===== src/design/dmbp_pkg.sv =====
package dmbp_pkg;

    localparam int PERIOD_W   = 16;
    localparam int PRESCALE_W = 17;
    localparam int SCALE_W    = 8;
    localparam int CMP_W      = 17;
    localparam int CFG_IDX_W  = 2;
    localparam int CFG_DATA_W = 17;
    localparam int NUM_CH     = 4;

    localparam logic [CFG_IDX_W-1:0] CFG_PERIOD    = 2'd0;
    localparam logic [CFG_IDX_W-1:0] CFG_PRESCALE  = 2'd1;
    localparam logic [CFG_IDX_W-1:0] CFG_FWD_SCALE = 2'd2;

    localparam logic [PERIOD_W-1:0]   PERIOD_RST    = 16'd500;
    localparam logic [PRESCALE_W-1:0] PRESCALE_RST  = 17'd72;
    localparam logic [SCALE_W-1:0]    FWD_SCALE_RST = 8'd100;

    localparam logic [CMP_W-1:0]  OFF_MARGIN = 17'd10;
    localparam logic [CMP_W-1:0]  CMP_RST    = {1'b0, PERIOD_RST} + OFF_MARGIN;
    localparam logic signed [17:0] NEG_FORCE = -18'sd300;
    localparam logic [SCALE_W-1:0] PCT       = 8'd100;

    // Reciprocal of 100 scaled by 2^30; exact for magnitudes below 2^23.
    localparam logic [23:0] DIV_MULT  = 24'd10737419;
    localparam int          DIV_SHIFT = 30;

    localparam logic OP_TICK    = 1'b0;
    localparam logic OP_COMMAND = 1'b1;

    localparam logic signed [1:0] DIR_DRIVE   = 2'sb01;
    localparam logic signed [1:0] DIR_BRAKE   = 2'sb00;
    localparam logic signed [1:0] DIR_REVERSE = 2'sb11;
    localparam logic signed [1:0] DIR_UNUSED  = 2'sb10;

    localparam logic [1:0] CH_LEFT_MOTOR  = 2'd0;
    localparam logic [1:0] CH_LEFT_BRAKE  = 2'd1;
    localparam logic [1:0] CH_RIGHT_MOTOR = 2'd2;
    localparam logic [1:0] CH_RIGHT_BRAKE = 2'd3;

    typedef enum logic [2:0] {
        KIND_TICK,
        KIND_DRIVE,
        KIND_BRAKE,
        KIND_REVERSE,
        KIND_NOP
    } kind_t;

    typedef struct packed {
        kind_t             kind;
        logic              side;
        logic signed [7:0] force_pct;
    } item_t;

    typedef struct packed {
        logic [PERIOD_W-1:0]   period;
        logic [PRESCALE_W-1:0] prescale;
        logic [SCALE_W-1:0]    fwd_scale;
    } cfg_t;

    typedef logic [NUM_CH-1:0] pins_t;

    // Signed division by 100, truncated toward zero.
    function automatic logic signed [17:0] div100(input logic signed [24:0] num);
        logic [23:0] mag;
        logic [47:0] prod;
        logic [17:0] q;
        mag  = num[24] ? 24'(-num) : num[23:0];
        prod = {24'd0, mag} * {24'd0, DIV_MULT};
        q    = prod[DIV_SHIFT +: 18];
        return num[24] ? -$signed(q) : $signed(q);
    endfunction

endpackage


===== src/design/dual_motor_brake_pwm.sv =====
// PWM generator for two motors with a motor and a brake channel per side. A tick
// transaction advances the prescaler and period counter; a command transaction
// sets the compare values of one side. Every transaction returns one result with
// the four pin levels. Tick transactions are taken one per clock cycle while no
// command is in progress and each result is taken; their result passes through
// the input register and the two-entry queue, then the result register. A command
// steps the execution unit through a multiply, a reciprocal divide-by-100 and a
// clamp, then, when the drive scaling step is not skipped, a second multiply and
// divide, and then the write; the queue keeps accepting meanwhile until full. A
// result that is not taken stalls the execution unit until it is.
module dual_motor_brake_pwm (
    input  logic                                 clk,
    input  logic                                 rst_n,
    input  logic                                 cfg_write,
    input  logic [dmbp_pkg::CFG_IDX_W-1:0]       cfg_index,
    input  logic [dmbp_pkg::CFG_DATA_W-1:0]      cfg_data,
    input  logic                                 push,
    output logic                                 full,
    input  logic                                 opcode,
    input  logic                                 side,
    input  logic signed [1:0]                    direction,
    input  logic signed [7:0]                    force_percent,
    output logic                                 empty,
    input  logic                                 pop,
    output logic                                 left_motor_on,
    output logic                                 left_brake_on,
    output logic                                 right_motor_on,
    output logic                                 right_brake_on
);
    import dmbp_pkg::*;

    cfg_t  cfg_reg, cfg_next;
    logic  front_valid;
    item_t front_item;
    logic  queue_full;
    logic  head_valid;
    item_t head_item;
    logic  head_pop;
    pins_t pins;

    always_comb
    begin
        cfg_next = cfg_reg;
        if (cfg_write)
        begin
            case (cfg_index)
                CFG_PERIOD:    cfg_next.period    = cfg_data[PERIOD_W-1:0];
                CFG_PRESCALE:  cfg_next.prescale  = cfg_data[PRESCALE_W-1:0];
                CFG_FWD_SCALE: cfg_next.fwd_scale = cfg_data[SCALE_W-1:0];
                default:       cfg_next = cfg_reg;
            endcase
        end
    end

    always_ff @(posedge clk or negedge rst_n)
    begin
        if (!rst_n)
        begin
            cfg_reg.period    <= PERIOD_RST;
            cfg_reg.prescale  <= PRESCALE_RST;
            cfg_reg.fwd_scale <= FWD_SCALE_RST;
        end
        else
        begin
            cfg_reg <= cfg_next;
        end
    end

    dmbp_front u_front (
        .clk           (clk),
        .rst_n         (rst_n),
        .push          (push),
        .full          (full),
        .opcode        (opcode),
        .side          (side),
        .direction     (direction),
        .force_percent (force_percent),
        .item_valid    (front_valid),
        .item          (front_item),
        .queue_full    (queue_full)
    );

    dmbp_queue u_queue (
        .clk        (clk),
        .rst_n      (rst_n),
        .push       (front_valid),
        .push_item  (front_item),
        .full       (queue_full),
        .head_valid (head_valid),
        .head_item  (head_item),
        .pop        (head_pop)
    );

    dmbp_back u_back (
        .clk        (clk),
        .rst_n      (rst_n),
        .cfg        (cfg_reg),
        .head_valid (head_valid),
        .head_item  (head_item),
        .head_pop   (head_pop),
        .empty      (empty),
        .pop        (pop),
        .pins       (pins)
    );

    assign left_motor_on  = pins[CH_LEFT_MOTOR];
    assign left_brake_on  = pins[CH_LEFT_BRAKE];
    assign right_motor_on = pins[CH_RIGHT_MOTOR];
    assign right_brake_on = pins[CH_RIGHT_BRAKE];

endmodule


===== src/design/dmbp_front.sv =====
module dmbp_front (
    input  logic                  clk,
    input  logic                  rst_n,
    input  logic                  push,
    output logic                  full,
    input  logic                  opcode,
    input  logic                  side,
    input  logic signed [1:0]     direction,
    input  logic signed [7:0]     force_percent,
    output logic                  item_valid,
    output dmbp_pkg::item_t       item,
    input  logic                  queue_full
);
    import dmbp_pkg::*;

    logic  valid_reg, valid_next;
    item_t item_reg;
    item_t classified;
    logic  load, move;

    always_comb
    begin
        classified.side      = side;
        classified.force_pct = force_percent;
        if (opcode == OP_TICK)
        begin
            classified.kind = KIND_TICK;
        end
        else
        begin
            unique case (direction)
                DIR_DRIVE:   classified.kind = KIND_DRIVE;
                DIR_BRAKE:   classified.kind = KIND_BRAKE;
                DIR_REVERSE: classified.kind = KIND_REVERSE;
                DIR_UNUSED:  classified.kind = KIND_NOP;
            endcase
        end
    end

    assign full       = valid_reg && queue_full;
    assign load       = push && !full;
    assign move       = valid_reg && !queue_full;
    assign item_valid = valid_reg;
    assign item       = item_reg;

    always_comb
    begin
        valid_next = valid_reg;
        if (load)
        begin
            valid_next = 1'b1;
        end
        else if (move)
        begin
            valid_next = 1'b0;
        end
    end

    always_ff @(posedge clk or negedge rst_n)
    begin
        if (!rst_n)
        begin
            valid_reg <= 1'b0;
        end
        else
        begin
            valid_reg <= valid_next;
        end
    end

    always_ff @(posedge clk)
    begin
        if (load)
        begin
            item_reg <= classified;
        end
    end

endmodule


===== src/design/dmbp_queue.sv =====
module dmbp_queue (
    input  logic            clk,
    input  logic            rst_n,
    input  logic            push,
    input  dmbp_pkg::item_t push_item,
    output logic            full,
    output logic            head_valid,
    output dmbp_pkg::item_t head_item,
    input  logic            pop
);
    import dmbp_pkg::*;

    item_t      mem_reg [2];
    logic       wr_ptr_reg, wr_ptr_next;
    logic       rd_ptr_reg, rd_ptr_next;
    logic [1:0] count_reg, count_next;
    logic       do_push, do_pop;

    assign full       = (count_reg == 2'd2);
    assign head_valid = (count_reg != 2'd0);
    assign head_item  = mem_reg[rd_ptr_reg];
    assign do_push    = push && !full;
    assign do_pop     = pop && head_valid;

    always_comb
    begin
        wr_ptr_next = do_push ? ~wr_ptr_reg : wr_ptr_reg;
        rd_ptr_next = do_pop ? ~rd_ptr_reg : rd_ptr_reg;
        count_next  = count_reg;
        if (do_push && !do_pop)
        begin
            count_next = count_reg + 2'd1;
        end
        else if (do_pop && !do_push)
        begin
            count_next = count_reg - 2'd1;
        end
    end

    always_ff @(posedge clk or negedge rst_n)
    begin
        if (!rst_n)
        begin
            wr_ptr_reg <= 1'b0;
            rd_ptr_reg <= 1'b0;
            count_reg  <= 2'd0;
        end
        else
        begin
            wr_ptr_reg <= wr_ptr_next;
            rd_ptr_reg <= rd_ptr_next;
            count_reg  <= count_next;
        end
    end

    always_ff @(posedge clk)
    begin
        if (do_push)
        begin
            mem_reg[wr_ptr_reg] <= push_item;
        end
    end

endmodule


===== src/design/dmbp_back.sv =====
module dmbp_back (
    input  logic            clk,
    input  logic            rst_n,
    input  dmbp_pkg::cfg_t  cfg,
    input  logic            head_valid,
    input  dmbp_pkg::item_t head_item,
    output logic            head_pop,
    output logic            empty,
    input  logic            pop,
    output dmbp_pkg::pins_t pins
);
    import dmbp_pkg::*;

    localparam logic [2:0] S_IDLE  = 3'd0;
    localparam logic [2:0] S_DIV1  = 3'd1;
    localparam logic [2:0] S_CLAMP = 3'd2;
    localparam logic [2:0] S_MUL2  = 3'd3;
    localparam logic [2:0] S_DIV2  = 3'd4;
    localparam logic [2:0] S_WRITE = 3'd5;

    logic [2:0]              state_reg, state_next;
    item_t                   cmd_reg, cmd_next;
    logic signed [24:0]      prod_reg, prod_next;
    logic signed [17:0]      f_reg, f_next;
    logic [PRESCALE_W-1:0]   pcnt_reg, pcnt_next;
    logic [PERIOD_W-1:0]     cnt_reg, cnt_next;
    logic [CMP_W-1:0]        cmp_reg [NUM_CH];
    logic [CMP_W-1:0]        cmp_next [NUM_CH];
    pins_t                   pin_reg, pin_next;
    logic                    out_valid_reg, out_valid_next;
    pins_t                   out_pins_reg, out_pins_next;

    logic                    out_free;
    logic [PRESCALE_W-1:0]   top;
    logic [PRESCALE_W:0]     pc_inc;
    logic [PRESCALE_W-1:0]   tick_pcnt;
    logic [PERIOD_W-1:0]     tick_cnt;
    pins_t                   tick_pins;
    logic [CMP_W-1:0]        per_cmp;
    logic signed [17:0]      per_s;
    logic signed [17:0]      f_clamp;
    logic signed [17:0]      cmp_diff;
    logic [CMP_W-1:0]        cmp_val;
    logic [1:0]              motor_ch, brake_ch;

    assign out_free = !out_valid_reg || pop;
    assign head_pop = (state_reg == S_IDLE) && head_valid && out_free;
    assign empty    = !out_valid_reg;
    assign pins     = out_pins_reg;
    assign per_cmp  = {1'b0, cfg.period};
    assign per_s    = $signed({2'b0, cfg.period});
    assign motor_ch = {cmd_reg.side, 1'b0};
    assign brake_ch = {cmd_reg.side, 1'b1};

    // Prescaler, period counter and pin levels advance for one tick.
    always_comb
    begin
        top       = (cfg.prescale == '0) ? PRESCALE_W'(1) : cfg.prescale;
        pc_inc    = {1'b0, pcnt_reg} + (PRESCALE_W+1)'(1);
        tick_pcnt = pc_inc[PRESCALE_W-1:0];
        tick_cnt  = cnt_reg;
        tick_pins = pin_reg;
        if (pc_inc >= {1'b0, top})
        begin
            tick_pcnt = '0;
            if (cnt_reg >= cfg.period)
            begin
                tick_cnt  = '0;
                tick_pins = '0;
            end
            else
            begin
                tick_cnt = cnt_reg + PERIOD_W'(1);
            end
            for (int i = 0; i < NUM_CH; i++)
            begin
                if (cmp_reg[i] == {1'b0, tick_cnt})
                begin
                    tick_pins[i] = (cmp_reg[i] < per_cmp);
                end
            end
        end
    end

    always_comb
    begin
        f_clamp = f_reg;
        if (f_clamp >= per_s)
        begin
            f_clamp = per_s;
        end
        if (f_clamp <= 18'sd0)
        begin
            f_clamp = NEG_FORCE;
        end
        cmp_diff = per_s - f_reg;
        cmp_val  = cmp_diff[CMP_W-1:0];
    end

    always_comb
    begin
        state_next     = state_reg;
        cmd_next       = cmd_reg;
        prod_next      = prod_reg;
        f_next         = f_reg;
        pcnt_next      = pcnt_reg;
        cnt_next       = cnt_reg;
        cmp_next       = cmp_reg;
        pin_next       = pin_reg;
        out_valid_next = out_valid_reg && !pop;
        out_pins_next  = out_pins_reg;

        unique case (state_reg)
            S_IDLE:
            begin
                if (head_pop)
                begin
                    unique case (head_item.kind)
                        KIND_TICK:
                        begin
                            pcnt_next      = tick_pcnt;
                            cnt_next       = tick_cnt;
                            pin_next       = tick_pins;
                            out_valid_next = 1'b1;
                            out_pins_next  = tick_pins;
                        end
                        KIND_NOP:
                        begin
                            out_valid_next = 1'b1;
                            out_pins_next  = pin_reg;
                        end
                        KIND_DRIVE, KIND_BRAKE, KIND_REVERSE:
                        begin
                            cmd_next   = head_item;
                            prod_next  = $signed({{17{head_item.force_pct[7]}},
                                                  head_item.force_pct})
                                       * $signed({9'd0, cfg.period});
                            state_next = S_DIV1;
                        end
                    endcase
                end
            end
            S_DIV1:
            begin
                f_next     = div100(prod_reg);
                state_next = S_CLAMP;
            end
            S_CLAMP:
            begin
                f_next = f_clamp;
                if (cmd_reg.kind == KIND_DRIVE && cfg.fwd_scale <= PCT)
                begin
                    state_next = S_MUL2;
                end
                else
                begin
                    state_next = S_WRITE;
                end
            end
            S_MUL2:
            begin
                prod_next  = $signed({{7{f_reg[17]}}, f_reg})
                           * $signed({17'd0, cfg.fwd_scale});
                state_next = S_DIV2;
            end
            S_DIV2:
            begin
                f_next     = div100(prod_reg);
                state_next = S_WRITE;
            end
            S_WRITE:
            begin
                if (out_free)
                begin
                    if (cmd_reg.kind == KIND_DRIVE)
                    begin
                        cmp_next[brake_ch] = per_cmp + OFF_MARGIN;
                        pin_next[brake_ch] = 1'b0;
                        cmp_next[motor_ch] = cmp_val;
                    end
                    else if (cmd_reg.kind == KIND_REVERSE)
                    begin
                        cmp_next[motor_ch] = per_cmp + OFF_MARGIN;
                        pin_next[motor_ch] = 1'b0;
                        cmp_next[brake_ch] = cmp_val;
                    end
                    else
                    begin
                        cmp_next[motor_ch] = cmp_val;
                        cmp_next[brake_ch] = cmp_val;
                    end
                    out_valid_next = 1'b1;
                    out_pins_next  = pin_next;
                    state_next     = S_IDLE;
                end
            end
            default:
            begin
                state_next = S_IDLE;
            end
        endcase
    end

    always_ff @(posedge clk or negedge rst_n)
    begin
        if (!rst_n)
        begin
            state_reg     <= S_IDLE;
            pcnt_reg      <= '0;
            cnt_reg       <= '0;
            pin_reg       <= '0;
            out_valid_reg <= 1'b0;
            for (int i = 0; i < NUM_CH; i++)
            begin
                cmp_reg[i] <= CMP_RST;
            end
        end
        else
        begin
            state_reg     <= state_next;
            pcnt_reg      <= pcnt_next;
            cnt_reg       <= cnt_next;
            pin_reg       <= pin_next;
            out_valid_reg <= out_valid_next;
            cmp_reg       <= cmp_next;
        end
    end

    always_ff @(posedge clk)
    begin
        cmd_reg      <= cmd_next;
        prod_reg     <= prod_next;
        f_reg        <= f_next;
        out_pins_reg <= out_pins_next;
    end

endmodule


===== config.mk =====
export PLATFORM = sky130hd
export DESIGN_NAME = dual_motor_brake_pwm
export DESIGN_NICKNAME = d
export VERILOG_FILES = /design/src/design/dmbp_pkg.sv /design/src/design/dual_motor_brake_pwm.sv /design/src/design/dmbp_front.sv /design/src/design/dmbp_queue.sv /design/src/design/dmbp_back.sv
export SDC_FILE = /design/constraint.sdc
export NUM_CORES = 2
export LEC_CHECK = 0
export CORE_AREA = 2 2 321 196
export DETAILED_ROUTE_END_ITERATION = 6
export DIE_AREA = 0 0 323 198
export DONT_BUFFER_PORTS = 1
export GPL_TIMING_DRIVEN = 0
export PLACE_DENSITY = 0.75
export SETUP_SLACK_MARGIN = 0.1
export SYNTH_ARGS = -nofsm -noshare
export SYNTH_HDL_FRONTEND = slang
export SYNTH_SLANG_ARGS = --single-unit

===== constraint.sdc =====
create_clock -name clk -period 16.37 [get_ports clk]
set_clock_uncertainty 0.1 [all_clocks]
set_input_delay 2.4555 -clock clk [delete_from_list [all_inputs] [get_ports clk]]
set_output_delay 2.4555 -clock clk [all_outputs]
set_load 0.03 [all_outputs]

==> results_tabular.tex <==
\begin{tabular}{lr}
\hline
Metric & Value \\
\hline
\multicolumn{2}{l}{\textbf{Status}} \\
Result of the run & completed \\
\multicolumn{2}{l}{\textbf{Critical path}} \\
Endpoint arrival time on the critical path & 11.29 ns \\
Worst-path cell with the longest stage delay & sky130\_fd\_sc\_hd\_\_xor2\_1 \\
Cell repeated most along the worst path & sky130\_fd\_sc\_hd\_\_inv\_1 \\
Critical register-to-register path endpoint & u\_back.f\_reg[16] \\
Endpoint kind of the worst setup timing path & flip-flop \\
Kind of critical path & flip-flop to flip-flop \\
Worst R2R Start & u\_back.prod\_reg[7] \\
Launching instance or port of the critical path & u\_back.prod\_reg[7] \\
Maximum fanout count along the critical path & 9 \\
Crit path launch type & flip-flop \\
Data required, critical path & 16.57 ns \\
Worst stage delay on the critical path & 1.03 ns \\
Setup slack of the worst register-to-register path & 5.28 ns \\
Worst reg-to-reg path cell count & 32 \\
\multicolumn{2}{l}{\textbf{Finish}} \\
Flip-flop count of the largest register, all copies and words added & 68 \\
Area growth, synth to finish & 5.366\% \\
Number of nets at the end of the flow & $\sim$5000 \\
Share of layout cells above drive strength 1 & 0.04786 \\
\multicolumn{2}{l}{\textbf{Yosys}} \\
Yosys warning count & 0 \\
Number of enable flip-flop cells after synthesis & 87 \\
Most used standard cell by instance count after synthesis & sky130\_fd\_sc\_hd\_\_inv\_1 \\
Ranking of synthesized cells by area & sky130\_fd\_sc\_hd\_\_fa\_1, sky130\_fd\_sc\_hd\_\_ha\_1, sky130\_fd\_sc\_hd\_\_inv\_1, sky130\_fd\_sc\_hd\_\_dfrtp\_1, sky130\_fd\_sc\_hd\_\_edfxtp\_1 \\
Post-synthesis sequential area ratio & 0.1799 \\
Share of flip-flops with an asynchronous set or reset & 0.6405 \\
Cells after synthesis & 4028 \\
Post-synth top area cell & sky130\_fd\_sc\_hd\_\_fa\_1 \\
Cell area after synthesis & between 30000 and 40000 sq um \\
Share of the synthesized area in the top cell type & 0.2273 \\
Number of different library cells in the post-synthesis netlist & 91 \\
Main synth FF type & sky130\_fd\_sc\_hd\_\_dfrtp\_1 \\
Syn Nets & 4979 \\
Yosys reg bits & 242 \\
Syn Area/Cell & 9.030 sq um \\
Most used standard cells in the synthesized netlist & sky130\_fd\_sc\_hd\_\_inv\_1, sky130\_fd\_sc\_hd\_\_ha\_1, sky130\_fd\_sc\_hd\_\_fa\_1 \\
\multicolumn{2}{l}{\textbf{Detailed routing}} \\
Wire length per cell after detailed routing & between 20 and 25 microns \\
Remaining antenna violation count after routing & 0 \\
\# DRC & 0 \\
Via density per instance & around 6 \\
Drt total wl & 111600 microns \\
Initial DRC count & 3567 \\
First-pass DRT Iterations & 7 \\
Total via count in the routed design & 29403 \\
\multicolumn{2}{l}{\textbf{Worst hold path}} \\
Hold Crit Start & u\_front.item[1] \\
End of the worst hold path & u\_queue.mem\_reg[0][1] \\
Worst hold path depth & 0 \\
Worst hold path class & flip-flop to flip-flop \\
\multicolumn{2}{l}{\textbf{Die}} \\
Die X & roughly 320 microns \\
FP Rows & 71 \\
Area enclosed by the die boundary & 63950 sq um \\
I/O Pins & 42 \\
Std-Cell Core Area & approximately 61000 sq um \\
Chip Height & 198 microns \\
Initial cell density of the core & 0.5917 \\
\multicolumn{2}{l}{\textbf{Clocking}} \\
H-tree Lvls & 1 \\
Clock insertion delay at the later pin of the skew report & 0.59 ns \\
Count of cells resized by post-cts repair & 0 \\
TritonCTS clock tree & done \\
Hold\_buf cts & 0 \\
Register clock-pin slew on the reported worst setup and hold paths & 0.08 ns \\
Clock root cell & sky130\_fd\_sc\_hd\_\_clkbuf\_16 \\
Setup Fix Bufs, Post-CTS & 0 \\
Num CTS Buffers & 25 \\
Total number of clock tree sinks & around 240 \\
Maximum clock path buffer count & 3 \\
\multicolumn{2}{l}{\textbf{Timing}} \\
Worst-margin pin slew & roughly 1.4 ns \\
Final number of setup-violating endpoints & 0 \\
Fin crit share & 0.6772 \\
Max Freq & 90.20 MHz \\
Worst Hold Slack & 0.3398 ns \\
Headroom to the max-slew limit & 0.07683 \\
Unrepaired setup endpoints after global routing & false \\
Minimum clock period after layout & 11.09 ns \\
Number of max-slew violations in the final report & 0 \\
Post-Route Setup TNS & 0 ns \\
Hold Fails Final Rpt & 0 \\
\multicolumn{2}{l}{\textbf{Global route}} \\
Number of global-route vias before repair & 28326 \\
Number of antenna violations at the first check in global routing & 4 \\
Wire length of the first global-routing pass & 172100 microns \\
Overflow after GRT & 0 \\
Total global-route track usage & 0.3583 \\
Maximum number of pins on one net before global-route repair & approximately 160 \\
\multicolumn{2}{l}{\textbf{Place}} \\
Global placement routability congestion & 1.031 \\
Count of buffers from port buffering & 0 \\
Detailed Place HPWL & 91700 microns \\
\multicolumn{2}{l}{\textbf{Run}} \\
Max\_cap viols & 0 \\
\hline
\end{tabular}
## how the worst max path moves through the flow
stage / end / cells after the start
finish: u_back.f_reg[16] / 32
CTS: u_back.f_reg[16] / 29
floorplan: u_back.f_reg[17] / 29
global placement: u_back.f_reg[17] / 28
detailed placement: u_back.f_reg[16] / 29
global route: u_back.f_reg[16] / 32
## logic make-up after synthesis
family / count (synthesis) / share of synthesized area
DFF: 242 / 0.1799
xor gates and xnor gates: 215 / 0.05311
adders and majority gates: 915 / 0.4000
and+or+nand+nor: 1042 / 0.1378
AOI/OAI and AO/OA: 640 / 0.1132
muxes: 78 / 0.02332
buffers and inverters: 896 / 0.09260
## layout by cell type, fill, tap and decap left out, types with 71 or more instances in the layout
master and n:
sky130_fd_sc_hd__fa_1 413, sky130_fd_sc_hd__edfxtp_1 87, sky130_fd_sc_hd__a21oi_1 126, sky130_fd_sc_hd__nor2_1 251, sky130_fd_sc_hd__xor2_1 71, sky130_fd_sc_hd__nand2_1 368
sky130_fd_sc_hd__o21ai_0 204, sky130_fd_sc_hd__inv_1 749, sky130_fd_sc_hd__clkbuf_1 119, sky130_fd_sc_hd__ha_1 502, sky130_fd_sc_hd__xnor2_1 136, sky130_fd_sc_hd__dfrtp_1 112
sky130_fd_sc_hd__and2_1 106
## stage by stage
stage / util / setup WS [ns] / cell area, sq um / instances
global placement: 0.6088 / 5.540 / 37420 / 4867
floorplan: - / 7.189 / 36370 / 4028
CTS: 0.6228 / 5.319 / 38280 / 4913
global route: 0.6234 / 4.915 / 38320 / 4913
detailed placement: 0.6090 / 5.377 / 37440 / 4867
finish: 0.6234 / 5.283 / 38330 / 4914
## layout make-up
cell class	instances	area (sq um)
flip-flops and latches	242	6545
plain buffers	131	496.7
clock inverters	19	202.7
inverters	765	2872
diodes	1	2.502
clock buffers	27	643.1
fillers	5275	23150
multi-input cells	2890	26510
well taps	839	1050
## layer usage
metal	vias to the layer above	share of wire	GRT usage	wire length, microns
met5	-	0	0.003065	0
met3	124	0.17	0.1591	18810
li1	13279	-	-	-
met2	1755	0.35	0.4396	39380
met1	14245	0.47	0.5754	52110
met4	0	0.012	0.03807	1333
## critical path: cells and delay by family, from the launching register on
| kind | cells | cell delay [ns] |
|---|---|---|
| AO/OA/AOI/OAI | 8 | 2.62 |
| buffers and inverters | 6 | 0.38 |
| XOR/XNOR | 3 | 1.54 |
| flip-flops | 1 | 0.49 |
| adder cells (fa/ha/maj) | 9 | 3.98 |
| AND/OR/NAND/NOR | 6 | 1.67 |
Power is left out: the tool's default activity adds up to more than one toggle a clock period on the data nets, which glitch-free logic cannot reach.
